[src/rtl/core/uafb_pkg.sv]
// shared types and constants for the usb audio out feedback rate control core
// no dependencies

package uafb_pkg;

    localparam int SAMPLE_W   = 24;
    localparam int RATE_W     = 32;
    localparam int STEP_W     = 16;
    localparam int PPC_W      = 8;
    localparam int CFG_IDX_W  = 2;
    localparam int CFG_DATA_W = 32;

    localparam logic [RATE_W-1:0] NOMINAL_RATE_RST = 32'd786432;
    localparam logic [STEP_W-1:0] RATE_STEP_RST    = 16'd64;
    localparam logic [PPC_W-1:0]  PPC_RST          = 8'd32;

    localparam logic [CFG_IDX_W-1:0] REG_NOMINAL_RATE  = 2'd0;
    localparam logic [CFG_IDX_W-1:0] REG_RATE_STEP     = 2'd1;
    localparam logic [CFG_IDX_W-1:0] REG_PKTS_PER_CHK  = 2'd2;
    localparam logic [CFG_IDX_W-1:0] REG_SWAP_CHANNELS = 2'd3;

    typedef enum logic [1:0] {
        ACT_PKT_START = 2'd0,
        ACT_SAMPLE    = 2'd1,
        ACT_PKT_END   = 2'd2,
        ACT_STOP      = 2'd3
    } action_t;

    typedef struct packed {
        logic                  en;
        logic [CFG_IDX_W-1:0]  idx;
        logic [CFG_DATA_W-1:0] data;
    } cfg_wr_t;

    typedef struct packed {
        logic check;
        logic fill_half;
    } wr_status_t;

endpackage

[src/rtl/core/uafb_in_stage.sv]
// input register stage: captures one beat and clamps the dma position
// depends on uafb_pkg

module uafb_in_stage
    import uafb_pkg::*;
#(
    parameter int HALF_WORDS = 1024,
    localparam int REM_W     = $clog2(HALF_WORDS + 1)
)
(
    input  logic                clk,
    input  logic                rst_n,
    input  logic                s_valid,
    output logic                s_ready,
    input  action_t             s_action,
    input  logic [SAMPLE_W-1:0] s_left,
    input  logic [SAMPLE_W-1:0] s_right,
    input  logic                s_mute,
    input  logic [REM_W-1:0]    s_rem,
    input  logic                s_dma_half,
    input  logic                fire,
    output logic                in_valid,
    output action_t             action,
    output logic [SAMPLE_W-1:0] left,
    output logic [SAMPLE_W-1:0] right,
    output logic                mute,
    output logic [REM_W-1:0]    rem,
    output logic                dma_half
);

    localparam logic [REM_W-1:0] HALF_R = REM_W'(HALF_WORDS);

    logic                valid_reg;
    logic                valid_next;
    logic                take;
    logic [REM_W-1:0]    rem_clamp;
    action_t             action_reg;
    logic [SAMPLE_W-1:0] left_reg;
    logic [SAMPLE_W-1:0] right_reg;
    logic                mute_reg;
    logic [REM_W-1:0]    rem_reg;
    logic                dma_half_reg;

    assign s_ready   = !valid_reg || fire;
    assign take      = s_valid && s_ready;
    assign rem_clamp = (s_rem > HALF_R) ? HALF_R : s_rem;

    always_comb
    begin
        valid_next = valid_reg;
        if (take)
        begin
            valid_next = 1'b1;
        end
        else if (fire)
        begin
            valid_next = 1'b0;
        end
    end

    always_ff @(posedge clk or negedge rst_n)
    begin
        if (!rst_n)
        begin
            valid_reg <= 1'b0;
        end
        else
        begin
            valid_reg <= valid_next;
        end
    end

    always_ff @(posedge clk)
    begin
        if (take)
        begin
            action_reg   <= s_action;
            left_reg     <= s_left;
            right_reg    <= s_right;
            mute_reg     <= s_mute;
            rem_reg      <= rem_clamp;
            dma_half_reg <= s_dma_half;
        end
    end

    assign in_valid = valid_reg;
    assign action   = action_reg;
    assign left     = left_reg;
    assign right    = right_reg;
    assign mute     = mute_reg;
    assign rem      = rem_reg;
    assign dma_half = dma_half_reg;

endmodule

[src/rtl/core/uafb_writer.sv]
// playback buffer writer: stream state, write position, check countdown
// depends on uafb_pkg

module uafb_writer
    import uafb_pkg::*;
#(
    parameter int HALF_WORDS = 1024,
    localparam int REM_W     = $clog2(HALF_WORDS + 1),
    localparam int IDX_W     = $clog2(HALF_WORDS)
)
(
    input  logic                clk,
    input  logic                rst_n,
    input  cfg_wr_t             cfg,
    input  logic                step,
    input  action_t             action,
    input  logic [SAMPLE_W-1:0] left,
    input  logic [SAMPLE_W-1:0] right,
    input  logic                mute,
    input  logic [REM_W-1:0]    rem,
    input  logic                dma_half,
    output logic                write_valid,
    output logic                write_half,
    output logic [IDX_W-1:0]    write_slot,
    output logic [SAMPLE_W-1:0] even_word,
    output logic [SAMPLE_W-1:0] odd_word,
    output wr_status_t          status,
    output logic [IDX_W-1:0]    write_index
);

    localparam logic [REM_W-1:0] HALF_R = REM_W'(HALF_WORDS);
    localparam logic [IDX_W:0]   HALF_I = (IDX_W + 1)'(HALF_WORDS);

    logic [IDX_W-1:0]    index_reg;
    logic [IDX_W-1:0]    index_next;
    logic                fill_half_reg;
    logic                fill_half_next;
    logic                running_reg;
    logic                running_next;
    logic [PPC_W-1:0]    countdown_reg;
    logic [PPC_W-1:0]    countdown_next;
    logic [PPC_W-1:0]    ppc_reg;
    logic                swap_reg;
    logic [REM_W-1:0]    start_diff;
    logic [REM_W-1:0]    start_even;
    logic [IDX_W-1:0]    start_index;
    logic [IDX_W:0]      index_inc;
    logic [SAMPLE_W-1:0] l_word;
    logic [SAMPLE_W-1:0] r_word;

    assign start_diff  = HALF_R - rem;
    assign start_even  = {start_diff[REM_W-1:1], 1'b0};
    assign start_index = (start_even >= HALF_R) ? '0 : IDX_W'(start_even);
    assign index_inc   = {1'b0, index_reg} + (IDX_W + 1)'(2);
    assign l_word      = mute ? '0 : left;
    assign r_word      = mute ? '0 : right;

    always_comb
    begin
        index_next       = index_reg;
        fill_half_next   = fill_half_reg;
        running_next     = running_reg;
        countdown_next   = countdown_reg;
        write_valid      = 1'b0;
        write_half       = 1'b0;
        write_slot       = '0;
        even_word        = '0;
        odd_word         = '0;
        status.check     = 1'b0;
        status.fill_half = fill_half_reg;
        case (action)
            ACT_PKT_START:
            begin
                if (!running_reg)
                begin
                    running_next   = 1'b1;
                    countdown_next = '0;
                    fill_half_next = dma_half;
                    index_next     = start_index;
                end
            end
            ACT_SAMPLE:
            begin
                if (running_reg)
                begin
                    write_valid = 1'b1;
                    write_half  = fill_half_reg;
                    write_slot  = index_reg;
                    even_word   = swap_reg ? r_word : l_word;
                    odd_word    = swap_reg ? l_word : r_word;
                    if (index_inc >= HALF_I)
                    begin
                        index_next     = '0;
                        fill_half_next = !fill_half_reg;
                    end
                    else
                    begin
                        index_next = index_inc[IDX_W-1:0];
                    end
                end
            end
            ACT_PKT_END:
            begin
                if (running_reg)
                begin
                    if (countdown_reg != '0)
                    begin
                        countdown_next = countdown_reg - PPC_W'(1);
                    end
                    else
                    begin
                        countdown_next = ppc_reg;
                        status.check   = 1'b1;
                    end
                end
            end
            ACT_STOP:
            begin
                running_next = 1'b0;
            end
            default:
            begin
                running_next = running_reg;
            end
        endcase
    end

    assign write_index = index_reg;

    always_ff @(posedge clk or negedge rst_n)
    begin
        if (!rst_n)
        begin
            index_reg     <= '0;
            fill_half_reg <= 1'b0;
            running_reg   <= 1'b0;
            countdown_reg <= '0;
            ppc_reg       <= PPC_RST;
            swap_reg      <= 1'b0;
        end
        else
        begin
            if (cfg.en && cfg.idx == REG_PKTS_PER_CHK)
            begin
                ppc_reg <= cfg.data[PPC_W-1:0];
            end
            if (cfg.en && cfg.idx == REG_SWAP_CHANNELS)
            begin
                swap_reg <= cfg.data[0];
            end
            if (step)
            begin
                index_reg     <= index_next;
                fill_half_reg <= fill_half_next;
                running_reg   <= running_next;
                countdown_reg <= countdown_next;
            end
        end
    end

endmodule

[src/rtl/core/uafb_fb_ctrl.sv]
// gap measurement and feedback rate adjustment with saturation
// depends on uafb_pkg

module uafb_fb_ctrl
    import uafb_pkg::*;
#(
    parameter int HALF_WORDS = 1024,
    localparam int REM_W     = $clog2(HALF_WORDS + 1),
    localparam int IDX_W     = $clog2(HALF_WORDS),
    localparam int GAP_W     = $clog2(3 * HALF_WORDS + 1)
)
(
    input  logic              clk,
    input  logic              rst_n,
    input  cfg_wr_t           cfg,
    input  logic              step,
    input  wr_status_t        status,
    input  logic [IDX_W-1:0]  write_index,
    input  logic [REM_W-1:0]  rem,
    input  logic              dma_half,
    output logic [RATE_W-1:0] feedback_rate,
    output logic [GAP_W-1:0]  measured_gap,
    output logic              slowing,
    output logic              speeding
);

    localparam logic [GAP_W-1:0] N1     = GAP_W'(HALF_WORDS);
    localparam logic [GAP_W-1:0] N2     = GAP_W'(2 * HALF_WORDS);
    localparam logic [GAP_W-1:0] N3     = GAP_W'(3 * HALF_WORDS);
    localparam logic [GAP_W-1:0] TH_LO2 = GAP_W'(HALF_WORDS * 2 / 4);
    localparam logic [GAP_W-1:0] TH_LO1 = GAP_W'(HALF_WORDS * 3 / 4);
    localparam logic [GAP_W-1:0] TH_HI1 = GAP_W'(HALF_WORDS * 5 / 4);
    localparam logic [GAP_W-1:0] TH_HI2 = GAP_W'(HALF_WORDS * 6 / 4);

    logic [RATE_W-1:0] rate_reg;
    logic [RATE_W-1:0] rate_next;
    logic [STEP_W-1:0] step_reg;
    logic [GAP_W-1:0]  prev_gap_reg;
    logic [GAP_W-1:0]  prev_gap_next;
    logic [GAP_W-1:0]  last_gap_reg;
    logic [GAP_W-1:0]  last_gap_next;
    logic [1:0]        flags_reg;
    logic [1:0]        flags_next;
    logic [GAP_W-1:0]  r_g;
    logic [GAP_W-1:0]  i_g;
    logic [GAP_W-1:0]  near_room;
    logic [GAP_W-1:0]  gap;
    logic              lower;
    logic              raise;
    logic              dbl;
    logic [STEP_W:0]   delta;
    logic [RATE_W:0]   rate_sum;

    assign r_g       = GAP_W'(rem);
    assign i_g       = GAP_W'(write_index);
    assign near_room = N1 - r_g;

    always_comb
    begin
        if (status.fill_half != dma_half)
        begin
            if (i_g < near_room)
            begin
                gap = near_room - i_g;
            end
            else
            begin
                gap = N3 - i_g - r_g;
            end
        end
        else
        begin
            gap = N2 - i_g - r_g;
        end
    end

    assign lower    = (gap < prev_gap_reg) && (gap < TH_LO1);
    assign raise    = (gap > prev_gap_reg) && (gap > TH_HI1);
    assign dbl      = lower ? (gap < TH_LO2) : (gap > TH_HI2);
    assign delta    = dbl ? {step_reg, 1'b0} : {1'b0, step_reg};
    assign rate_sum = {1'b0, rate_reg} + (RATE_W + 1)'(delta);

    always_comb
    begin
        rate_next     = rate_reg;
        prev_gap_next = prev_gap_reg;
        last_gap_next = last_gap_reg;
        flags_next    = flags_reg;
        if (status.check)
        begin
            last_gap_next = gap;
            if (lower)
            begin
                rate_next     = (rate_reg < RATE_W'(delta)) ? '0 : rate_reg - RATE_W'(delta);
                flags_next    = flags_reg | 2'b01;
                prev_gap_next = gap;
            end
            else if (raise)
            begin
                rate_next     = rate_sum[RATE_W] ? '1 : rate_sum[RATE_W-1:0];
                flags_next    = flags_reg | 2'b10;
                prev_gap_next = gap;
            end
            else
            begin
                flags_next = 2'b00;
            end
        end
    end

    assign feedback_rate = rate_next;
    assign measured_gap  = last_gap_next;
    assign slowing       = flags_next[0];
    assign speeding      = flags_next[1];

    always_ff @(posedge clk or negedge rst_n)
    begin
        if (!rst_n)
        begin
            rate_reg     <= NOMINAL_RATE_RST;
            step_reg     <= RATE_STEP_RST;
            prev_gap_reg <= N1;
            last_gap_reg <= '0;
            flags_reg    <= 2'b00;
        end
        else
        begin
            if (cfg.en && cfg.idx == REG_RATE_STEP)
            begin
                step_reg <= cfg.data[STEP_W-1:0];
            end
            if (cfg.en && cfg.idx == REG_NOMINAL_RATE)
            begin
                rate_reg <= cfg.data[RATE_W-1:0];
            end
            else if (step)
            begin
                rate_reg <= rate_next;
            end
            if (step)
            begin
                prev_gap_reg <= prev_gap_next;
                last_gap_reg <= last_gap_next;
                flags_reg    <= flags_next;
            end
        end
    end

endmodule

[src/rtl/core/uafb_out_stage.sv]
// result register: holds one finished beat until the sink takes it
// depends on uafb_pkg

module uafb_out_stage
    import uafb_pkg::*;
#(
    parameter int HALF_WORDS = 1024,
    localparam int IDX_W     = $clog2(HALF_WORDS),
    localparam int GAP_W     = $clog2(3 * HALF_WORDS + 1)
)
(
    input  logic                clk,
    input  logic                rst_n,
    input  logic                fire,
    input  logic                m_ready,
    output logic                free,
    output logic                m_valid,
    input  logic                d_write_valid,
    input  logic                d_write_half,
    input  logic [IDX_W-1:0]    d_write_slot,
    input  logic [SAMPLE_W-1:0] d_even_word,
    input  logic [SAMPLE_W-1:0] d_odd_word,
    input  logic [RATE_W-1:0]   d_feedback_rate,
    input  logic                d_gap_checked,
    input  logic [GAP_W-1:0]    d_measured_gap,
    input  logic                d_slowing,
    input  logic                d_speeding,
    output logic                write_valid,
    output logic                write_half,
    output logic [IDX_W-1:0]    write_slot,
    output logic [SAMPLE_W-1:0] even_word,
    output logic [SAMPLE_W-1:0] odd_word,
    output logic [RATE_W-1:0]   feedback_rate,
    output logic                gap_checked,
    output logic [GAP_W-1:0]    measured_gap,
    output logic                slowing,
    output logic                speeding
);

    logic                valid_reg;
    logic                valid_next;
    logic                write_valid_reg;
    logic                write_half_reg;
    logic [IDX_W-1:0]    write_slot_reg;
    logic [SAMPLE_W-1:0] even_word_reg;
    logic [SAMPLE_W-1:0] odd_word_reg;
    logic [RATE_W-1:0]   feedback_rate_reg;
    logic                gap_checked_reg;
    logic [GAP_W-1:0]    measured_gap_reg;
    logic                slowing_reg;
    logic                speeding_reg;

    assign free = !valid_reg || m_ready;

    always_comb
    begin
        valid_next = valid_reg;
        if (fire)
        begin
            valid_next = 1'b1;
        end
        else if (m_ready)
        begin
            valid_next = 1'b0;
        end
    end

    always_ff @(posedge clk or negedge rst_n)
    begin
        if (!rst_n)
        begin
            valid_reg <= 1'b0;
        end
        else
        begin
            valid_reg <= valid_next;
        end
    end

    always_ff @(posedge clk)
    begin
        if (fire)
        begin
            write_valid_reg   <= d_write_valid;
            write_half_reg    <= d_write_half;
            write_slot_reg    <= d_write_slot;
            even_word_reg     <= d_even_word;
            odd_word_reg      <= d_odd_word;
            feedback_rate_reg <= d_feedback_rate;
            gap_checked_reg   <= d_gap_checked;
            measured_gap_reg  <= d_measured_gap;
            slowing_reg       <= d_slowing;
            speeding_reg      <= d_speeding;
        end
    end

    assign m_valid       = valid_reg;
    assign write_valid   = write_valid_reg;
    assign write_half    = write_half_reg;
    assign write_slot    = write_slot_reg;
    assign even_word     = even_word_reg;
    assign odd_word      = odd_word_reg;
    assign feedback_rate = feedback_rate_reg;
    assign gap_checked   = gap_checked_reg;
    assign measured_gap  = measured_gap_reg;
    assign slowing       = slowing_reg;
    assign speeding      = speeding_reg;

endmodule

[src/rtl/core/usb_audio_out_feedback_rate_control_core.sv]
// top level of the usb audio out playback writer with feedback rate control
// depends on uafb_pkg, uafb_in_stage, uafb_writer, uafb_fb_ctrl, uafb_out_stage
//
// the slave stream carries usb audio out events: tuser holds the action
// (packet start, stereo pair, packet end, stream stopped) and tdata the two
// samples, mute and the playback dma position. every beat gives exactly one
// result beat on the master stream: an optional write of the pair into the
// ping-pong buffer plus the current feedback rate, gap and indicator flags.
// a beat is registered on entry, processed combinationally against the stream
// state and written to the result register, from which its result is offered.
// one beat is accepted every cycle while the sink keeps up; the processing
// register and the result register are both held while the sink stalls, and
// s_tready drops only when both are full, so it is high once reset is released.
// registers are written through cfg_wr_en, cfg_wr_index and cfg_wr_data; the
// user must write them only while the core is idle, which the core does not
// enforce. writing the nominal rate also loads the running rate. reset empties
// both registers, stops the stream and restores the register defaults.

module usb_audio_out_feedback_rate_control_core
    import uafb_pkg::*;
#(
    parameter int HALF_WORDS  = 1024,
    localparam int REM_W      = $clog2(HALF_WORDS + 1),
    localparam int IDX_W      = $clog2(HALF_WORDS),
    localparam int GAP_W      = $clog2(3 * HALF_WORDS + 1),
    localparam int IN_BITS    = 2 * SAMPLE_W + 2 + REM_W,
    localparam int IN_DATA_W  = ((IN_BITS + 7) / 8) * 8,
    localparam int OUT_BITS   = 1 + IDX_W + 2 * SAMPLE_W + RATE_W + GAP_W + 2,
    localparam int OUT_DATA_W = ((OUT_BITS + 7) / 8) * 8
)
(
    input  logic                  clk,
    input  logic                  rst_n,
    input  logic                  s_tvalid,
    output logic                  s_tready,
    // left_sample, right_sample, mute, dma_remaining, dma_half, zero fill
    input  logic [IN_DATA_W-1:0]  s_tdata,
    // action
    input  logic [1:0]            s_tuser,
    output logic                  m_tvalid,
    input  logic                  m_tready,
    // write_half, write_slot, even_word, odd_word, feedback_rate,
    // measured_gap, slowing_flag, speeding_flag, zero fill
    output logic [OUT_DATA_W-1:0] m_tdata,
    // write_valid, gap_checked
    output logic [1:0]            m_tuser,
    input  logic                  cfg_wr_en,
    input  logic [CFG_IDX_W-1:0]  cfg_wr_index,
    input  logic [CFG_DATA_W-1:0] cfg_wr_data
);

    localparam int OFS_MUTE = 2 * SAMPLE_W;
    localparam int OFS_REM  = OFS_MUTE + 1;
    localparam int OFS_HALF = OFS_REM + REM_W;

    cfg_wr_t             cfg;
    wr_status_t          status;
    logic                fire;
    logic                in_valid;
    logic                out_free;
    action_t             action;
    logic [SAMPLE_W-1:0] left;
    logic [SAMPLE_W-1:0] right;
    logic                mute;
    logic [REM_W-1:0]    rem;
    logic                dma_half;
    logic [IDX_W-1:0]    write_index;
    logic                d_write_valid;
    logic                d_write_half;
    logic [IDX_W-1:0]    d_write_slot;
    logic [SAMPLE_W-1:0] d_even_word;
    logic [SAMPLE_W-1:0] d_odd_word;
    logic [RATE_W-1:0]   d_feedback_rate;
    logic [GAP_W-1:0]    d_measured_gap;
    logic                d_slowing;
    logic                d_speeding;
    logic                q_write_valid;
    logic                q_write_half;
    logic [IDX_W-1:0]    q_write_slot;
    logic [SAMPLE_W-1:0] q_even_word;
    logic [SAMPLE_W-1:0] q_odd_word;
    logic [RATE_W-1:0]   q_feedback_rate;
    logic                q_gap_checked;
    logic [GAP_W-1:0]    q_measured_gap;
    logic                q_slowing;
    logic                q_speeding;

    assign cfg.en   = cfg_wr_en;
    assign cfg.idx  = cfg_wr_index;
    assign cfg.data = cfg_wr_data;
    assign fire     = in_valid && out_free;

    uafb_in_stage #(.HALF_WORDS(HALF_WORDS)) u_in_stage
    (
        .clk        (clk),
        .rst_n      (rst_n),
        .s_valid    (s_tvalid),
        .s_ready    (s_tready),
        .s_action   (action_t'(s_tuser)),
        .s_left     (s_tdata[SAMPLE_W-1:0]),
        .s_right    (s_tdata[2*SAMPLE_W-1:SAMPLE_W]),
        .s_mute     (s_tdata[OFS_MUTE]),
        .s_rem      (s_tdata[OFS_REM +: REM_W]),
        .s_dma_half (s_tdata[OFS_HALF]),
        .fire       (fire),
        .in_valid   (in_valid),
        .action     (action),
        .left       (left),
        .right      (right),
        .mute       (mute),
        .rem        (rem),
        .dma_half   (dma_half)
    );

    uafb_writer #(.HALF_WORDS(HALF_WORDS)) u_writer
    (
        .clk         (clk),
        .rst_n       (rst_n),
        .cfg         (cfg),
        .step        (fire),
        .action      (action),
        .left        (left),
        .right       (right),
        .mute        (mute),
        .rem         (rem),
        .dma_half    (dma_half),
        .write_valid (d_write_valid),
        .write_half  (d_write_half),
        .write_slot  (d_write_slot),
        .even_word   (d_even_word),
        .odd_word    (d_odd_word),
        .status      (status),
        .write_index (write_index)
    );

    uafb_fb_ctrl #(.HALF_WORDS(HALF_WORDS)) u_fb_ctrl
    (
        .clk           (clk),
        .rst_n         (rst_n),
        .cfg           (cfg),
        .step          (fire),
        .status        (status),
        .write_index   (write_index),
        .rem           (rem),
        .dma_half      (dma_half),
        .feedback_rate (d_feedback_rate),
        .measured_gap  (d_measured_gap),
        .slowing       (d_slowing),
        .speeding      (d_speeding)
    );

    uafb_out_stage #(.HALF_WORDS(HALF_WORDS)) u_out_stage
    (
        .clk             (clk),
        .rst_n           (rst_n),
        .fire            (fire),
        .m_ready         (m_tready),
        .free            (out_free),
        .m_valid         (m_tvalid),
        .d_write_valid   (d_write_valid),
        .d_write_half    (d_write_half),
        .d_write_slot    (d_write_slot),
        .d_even_word     (d_even_word),
        .d_odd_word      (d_odd_word),
        .d_feedback_rate (d_feedback_rate),
        .d_gap_checked   (status.check),
        .d_measured_gap  (d_measured_gap),
        .d_slowing       (d_slowing),
        .d_speeding      (d_speeding),
        .write_valid     (q_write_valid),
        .write_half      (q_write_half),
        .write_slot      (q_write_slot),
        .even_word       (q_even_word),
        .odd_word        (q_odd_word),
        .feedback_rate   (q_feedback_rate),
        .gap_checked     (q_gap_checked),
        .measured_gap    (q_measured_gap),
        .slowing         (q_slowing),
        .speeding        (q_speeding)
    );

    assign m_tdata = OUT_DATA_W'({q_speeding, q_slowing, q_measured_gap, q_feedback_rate,
                                  q_odd_word, q_even_word, q_write_slot, q_write_half});
    assign m_tuser = {q_gap_checked, q_write_valid};

    // a processed beat always lands in the result register
    assert property (@(posedge clk) disable iff (!rst_n) fire |=> m_tvalid)
        else $error("processed beat missing from result register");

    // a beat is never both a buffer write and a gap check
    assert property (@(posedge clk) disable iff (!rst_n)
        fire |-> !(d_write_valid && status.check))
        else $error("write and gap check in the same beat");

    // the writer only ever addresses the even word of a pair inside the half
    assert property (@(posedge clk) disable iff (!rst_n)
        (fire && d_write_valid) |-> (!d_write_slot[0] && (32'(d_write_slot) < HALF_WORDS)))
        else $error("write slot odd or outside the half");

endmodule

[config.mk]
export PLATFORM = sky130hd
export DESIGN_NAME = usb_audio_out_feedback_rate_control_core
export DESIGN_NICKNAME = d
export VERILOG_FILES = /design/src/rtl/core/uafb_pkg.sv /design/src/rtl/core/uafb_in_stage.sv /design/src/rtl/core/uafb_writer.sv /design/src/rtl/core/uafb_fb_ctrl.sv /design/src/rtl/core/uafb_out_stage.sv /design/src/rtl/core/usb_audio_out_feedback_rate_control_core.sv
export SDC_FILE = /design/constraint.sdc
export NUM_CORES = 1
export LEC_CHECK = 0
export CAP_MARGIN = 10
export CELL_PAD_IN_SITES_DETAIL_PLACEMENT = 0
export CELL_PAD_IN_SITES_GLOBAL_PLACEMENT = 2
export CORE_MARGIN = 1.5
export CORE_UTILIZATION = 25
export DETAILED_ROUTE_END_ITERATION = 10
export DONT_BUFFER_PORTS = 1
export PLACE_DENSITY = 0.62
export SYNTH_ARGS = -nofsm -noshare
export SYNTH_HDL_FRONTEND = slang
export SYNTH_SLANG_ARGS = --single-unit
[constraint.sdc]
create_clock -name clk -period 12.6 [get_ports clk]
set_input_delay 1.26 -clock clk [delete_from_list [all_inputs] [get_ports clk]]
set_output_delay 1.26 -clock clk [all_outputs]
set_load 0.01 [all_outputs]
==> flow_metrics.env <==
export IMPL_die_h_um=258
export IMPL_final_nets=1754
export IMPL_worst_slew_pin_slew_ns=1.03
export IMPL_grt_max_degree=105
export IMPL_instances_no_fill=2444
export IMPL_drive_above_1_share=0.0963
export IMPL_r2r_start="u_in_stage.rem[0]"
export IMPL_cts_resized=0
export IMPL_multi_input_area_um2=7810
export IMPL_rsz0062_at_grt="no"
export IMPL_power_switching_w=0.00230
export IMPL_cts_hold_buf=0
export IMPL_syn_inst=1595
export IMPL_reg2reg_to="u_out_stage.feedback_rate[14]"
export IMPL_cts_tree="yes"
export IMPL_skew_ns=0.0277
export IMPL_clockRootBuffer="clkbuf_16"
export IMPL_clk_pin_slew_ns=0.06
export IMPL_synthArstFlopShare=0.381
export IMPL_die_area_um2=66300
export IMPL_numCtsBuffers=35
export IMPL_synth_main_ff_cell="edfxtp_1"
export IMPL_seq_area_um2=7680
export IMPL_combPwrFrac=0.536
export IMPL_p_seq_frac=0.269
export IMPL_dp_hpwl_um=36200
export IMPL_synth_distinct_cells=91
export IMPL_num_fill_cells=6746
export IMPL_r2r_cells=34
export IMPL_grt_overflow=0
export IMPL_fmax_mhz=97.4
export IMPL_crit_fanout=33
export IMPL_first_global_vias=11941
export IMPL_track_usage=0.148
export IMPL_wirelength_um=50400
export IMPL_vdd_drop_max_mv=0.128
export IMPL_synth_top_area_share=0.313
export IMPL_cp_slowest_stage_delay_ns=0.73
export IMPL_p_int_w=0.00281
export IMPL_numPortBuffers=0
export IMPL_dpl_cell_count=2380
export IMPL_dr_pass1_iters=5
export IMPL_ys_warn_count=0
export IMPL_critPathLaunch="u_in_stage.rem[0]"
export IMPL_cts_max_level=2
export IMPL_fin_crit_ns=10.27
export IMPL_area_growth_pct=12.0
export IMPL_vias=12097
export IMPL_slowest_stage="a211oi_2"
export IMPL_die_w_um=258
export IMPL_diodes=0
export IMPL_setup_tns_ns=0
export IMPL_initial_core_util=0.252
export IMPL_p_leak_nw=7.15
export IMPL_status="finished, final reports clean"
export IMPL_netSwitchingFraction=0.450
export IMPL_synth_top_cell_by_area="edfxtp_1"
export IMPL_cts_setup_buffers=0
export IMPL_netlist_top_cells_area="edfxtp_1, dfrtp_1, ha_1"
export IMPL_num_rows=93
export IMPL_crit_type="flop to flop"
export IMPL_globalplace_congestion=0.814
export IMPL_synthTopCellsByCount="edfxtp_1, nor2_1, nand2_1"
export IMPL_cts_sink_count=273
export IMPL_worstHoldPathType="primary input to asynchronous set/reset pin"
export IMPL_via_per_inst=4.95
export IMPL_drtAntennaViolNets=0
export IMPL_slew_violations=0
export IMPL_routedWlPerCell_um=20.6
export IMPL_setup_violations_final=0
export IMPL_critical_path_endpoint_type="flop"
export IMPL_cpMostUsedCell="ha_1"
export IMPL_synth_avg_cell_area_um2=10.2
export IMPL_hold_violations=0
export IMPL_clock_latency_ns=0.56
export IMPL_synth_most_common_cell="edfxtp_1"
export IMPL_core_area_um2=64200
export IMPL_cp_arrival_ns=10.55
export IMPL_io_pins=221
export IMPL_slew_headroom=0.308
export IMPL_synth_edff_count=169
export IMPL_clockBufferDepth=3
export IMPL_startpoint_type="flop"
export IMPL_powerDensity_nw_per_um2=282
export IMPL_power_frac_clock=0.195
export IMPL_rrSetupSlack_ns=2.33
export IMPL_drcViolationCount=0
export IMPL_synthesis_area_um2=16200
export IMPL_ys_seq_area_frac=0.475
export IMPL_antenna_found_initial=1
export IMPL_grt_first_pass_wirelength_um=75800
export IMPL_min_period_over_period=0.815
export IMPL_drv_cap=0
export IMPL_synth_seq_cells=273
export IMPL_critPathRequiredTime_ns=12.88
export IMPL_drt_iter0_drc=823
## logic make-up after synthesis
kind of cell | count (synthesis) | synth area share
buffers and inverters | 178 | 0.0471
other | 1 | 0.000232
AND/OR/NAND/NOR | 501 | 0.149
AO/OA/AOI/OAI | 407 | 0.168
multiplexers | 110 | 0.0712
XOR/XNOR | 38 | 0.0210
flip-flops | 273 | 0.475
adder cells (fa/ha/maj) | 87 | 0.0691
## critical path: cells and delay by family (launching register included)
family | cells | cell delay [ns]
compound gates | 12 | 3.73
xor+xnor | 1 | 0.18
fa+ha+maj | 4 | 1.38
buf+inv | 4 | 1.02
flops | 1 | 0.48
mux | 1 | 0.40
simple gates | 12 | 2.74
## layout by cell type (no fill, tap or decap), drive strengths merged, types with 8 or more instances in the layout
cell type	instances
ha	83
mux2	41
nand2b	13
nand3	31
a21o	23
nor2b	24
nand2	123
conb	9
clkbuf	42
edfxtp	169
o21ai	114
xor2	12
xnor2	26
a211oi	10
or3	13
o211ai	21
and3	17
a21oi	83
a22o	10
clkinv	13
o31ai	8
a31oi	20
nor3	38
o21a	8
nand4	8
dfrtp	99
mux2i	69
nor2	168
and2	15
nor4	16
nor3b	9
o22ai	9
inv	86
buf	17
## layout make-up
type,instances,area share
Clock inverter,22,0.0122
Multi-Input combinational cell,1152,0.431
Timing Repair Buffer,17,0.00704
Sequential cell,273,0.424
Inverter,83,0.0175
Tap cell,855,0.0590
Clock buffer,42,0.0497
## stage by stage
step           total power (W)  setup slack [ns]  area, um2  utilization  hold slack, ns
2_1_floorplan          0.00339              3.79      16200            -           0.450
3_3_place_gp           0.00413              2.25      17000        0.265           0.462
3_5_place_dp           0.00414              2.18      17000        0.265           0.471
4_1_cts                0.00518              2.12      18100        0.282           0.367
5_1_grt                0.00554              1.41      18100        0.282           0.370
6_report               0.00511              2.33      18100        0.282           0.405
## power groups by stage
stage          sequential (W)  combinational [W]  clock (W)
2_1_floorplan         0.00131            0.00208          0
5_1_grt               0.00140            0.00307    0.00107
4_1_cts               0.00138            0.00276    0.00103
3_5_place_dp          0.00139            0.00275          0
6_report              0.00137            0.00274   0.000997
3_3_place_gp          0.00139            0.00274          0
## how the worst max path moves through the flow
stage / end / slack [ns] / cells after the start
CTS: u_out_stage.feedback_rate[14] / 2.12 / 34
finish: u_out_stage.feedback_rate[14] / 2.33 / 34
detailed placement: u_out_stage.feedback_rate[14] / 2.18 / 34
floorplan: u_fb_ctrl.rate_reg[5] / 3.79 / 39
global placement: u_out_stage.feedback_rate[14] / 2.25 / 35
global route: u_fb_ctrl.rate_reg[17] / 1.41 / 36
## per-layer routing
metal | track usage | share of wire
met1 | 0.197 | 0.46
met2 | 0.251 | 0.49
met3 | 0.0214 | 0.030
met4 | 0.0411 | 0.021
met5 | 0 | 0
Power figures use the tool's default switching activity.
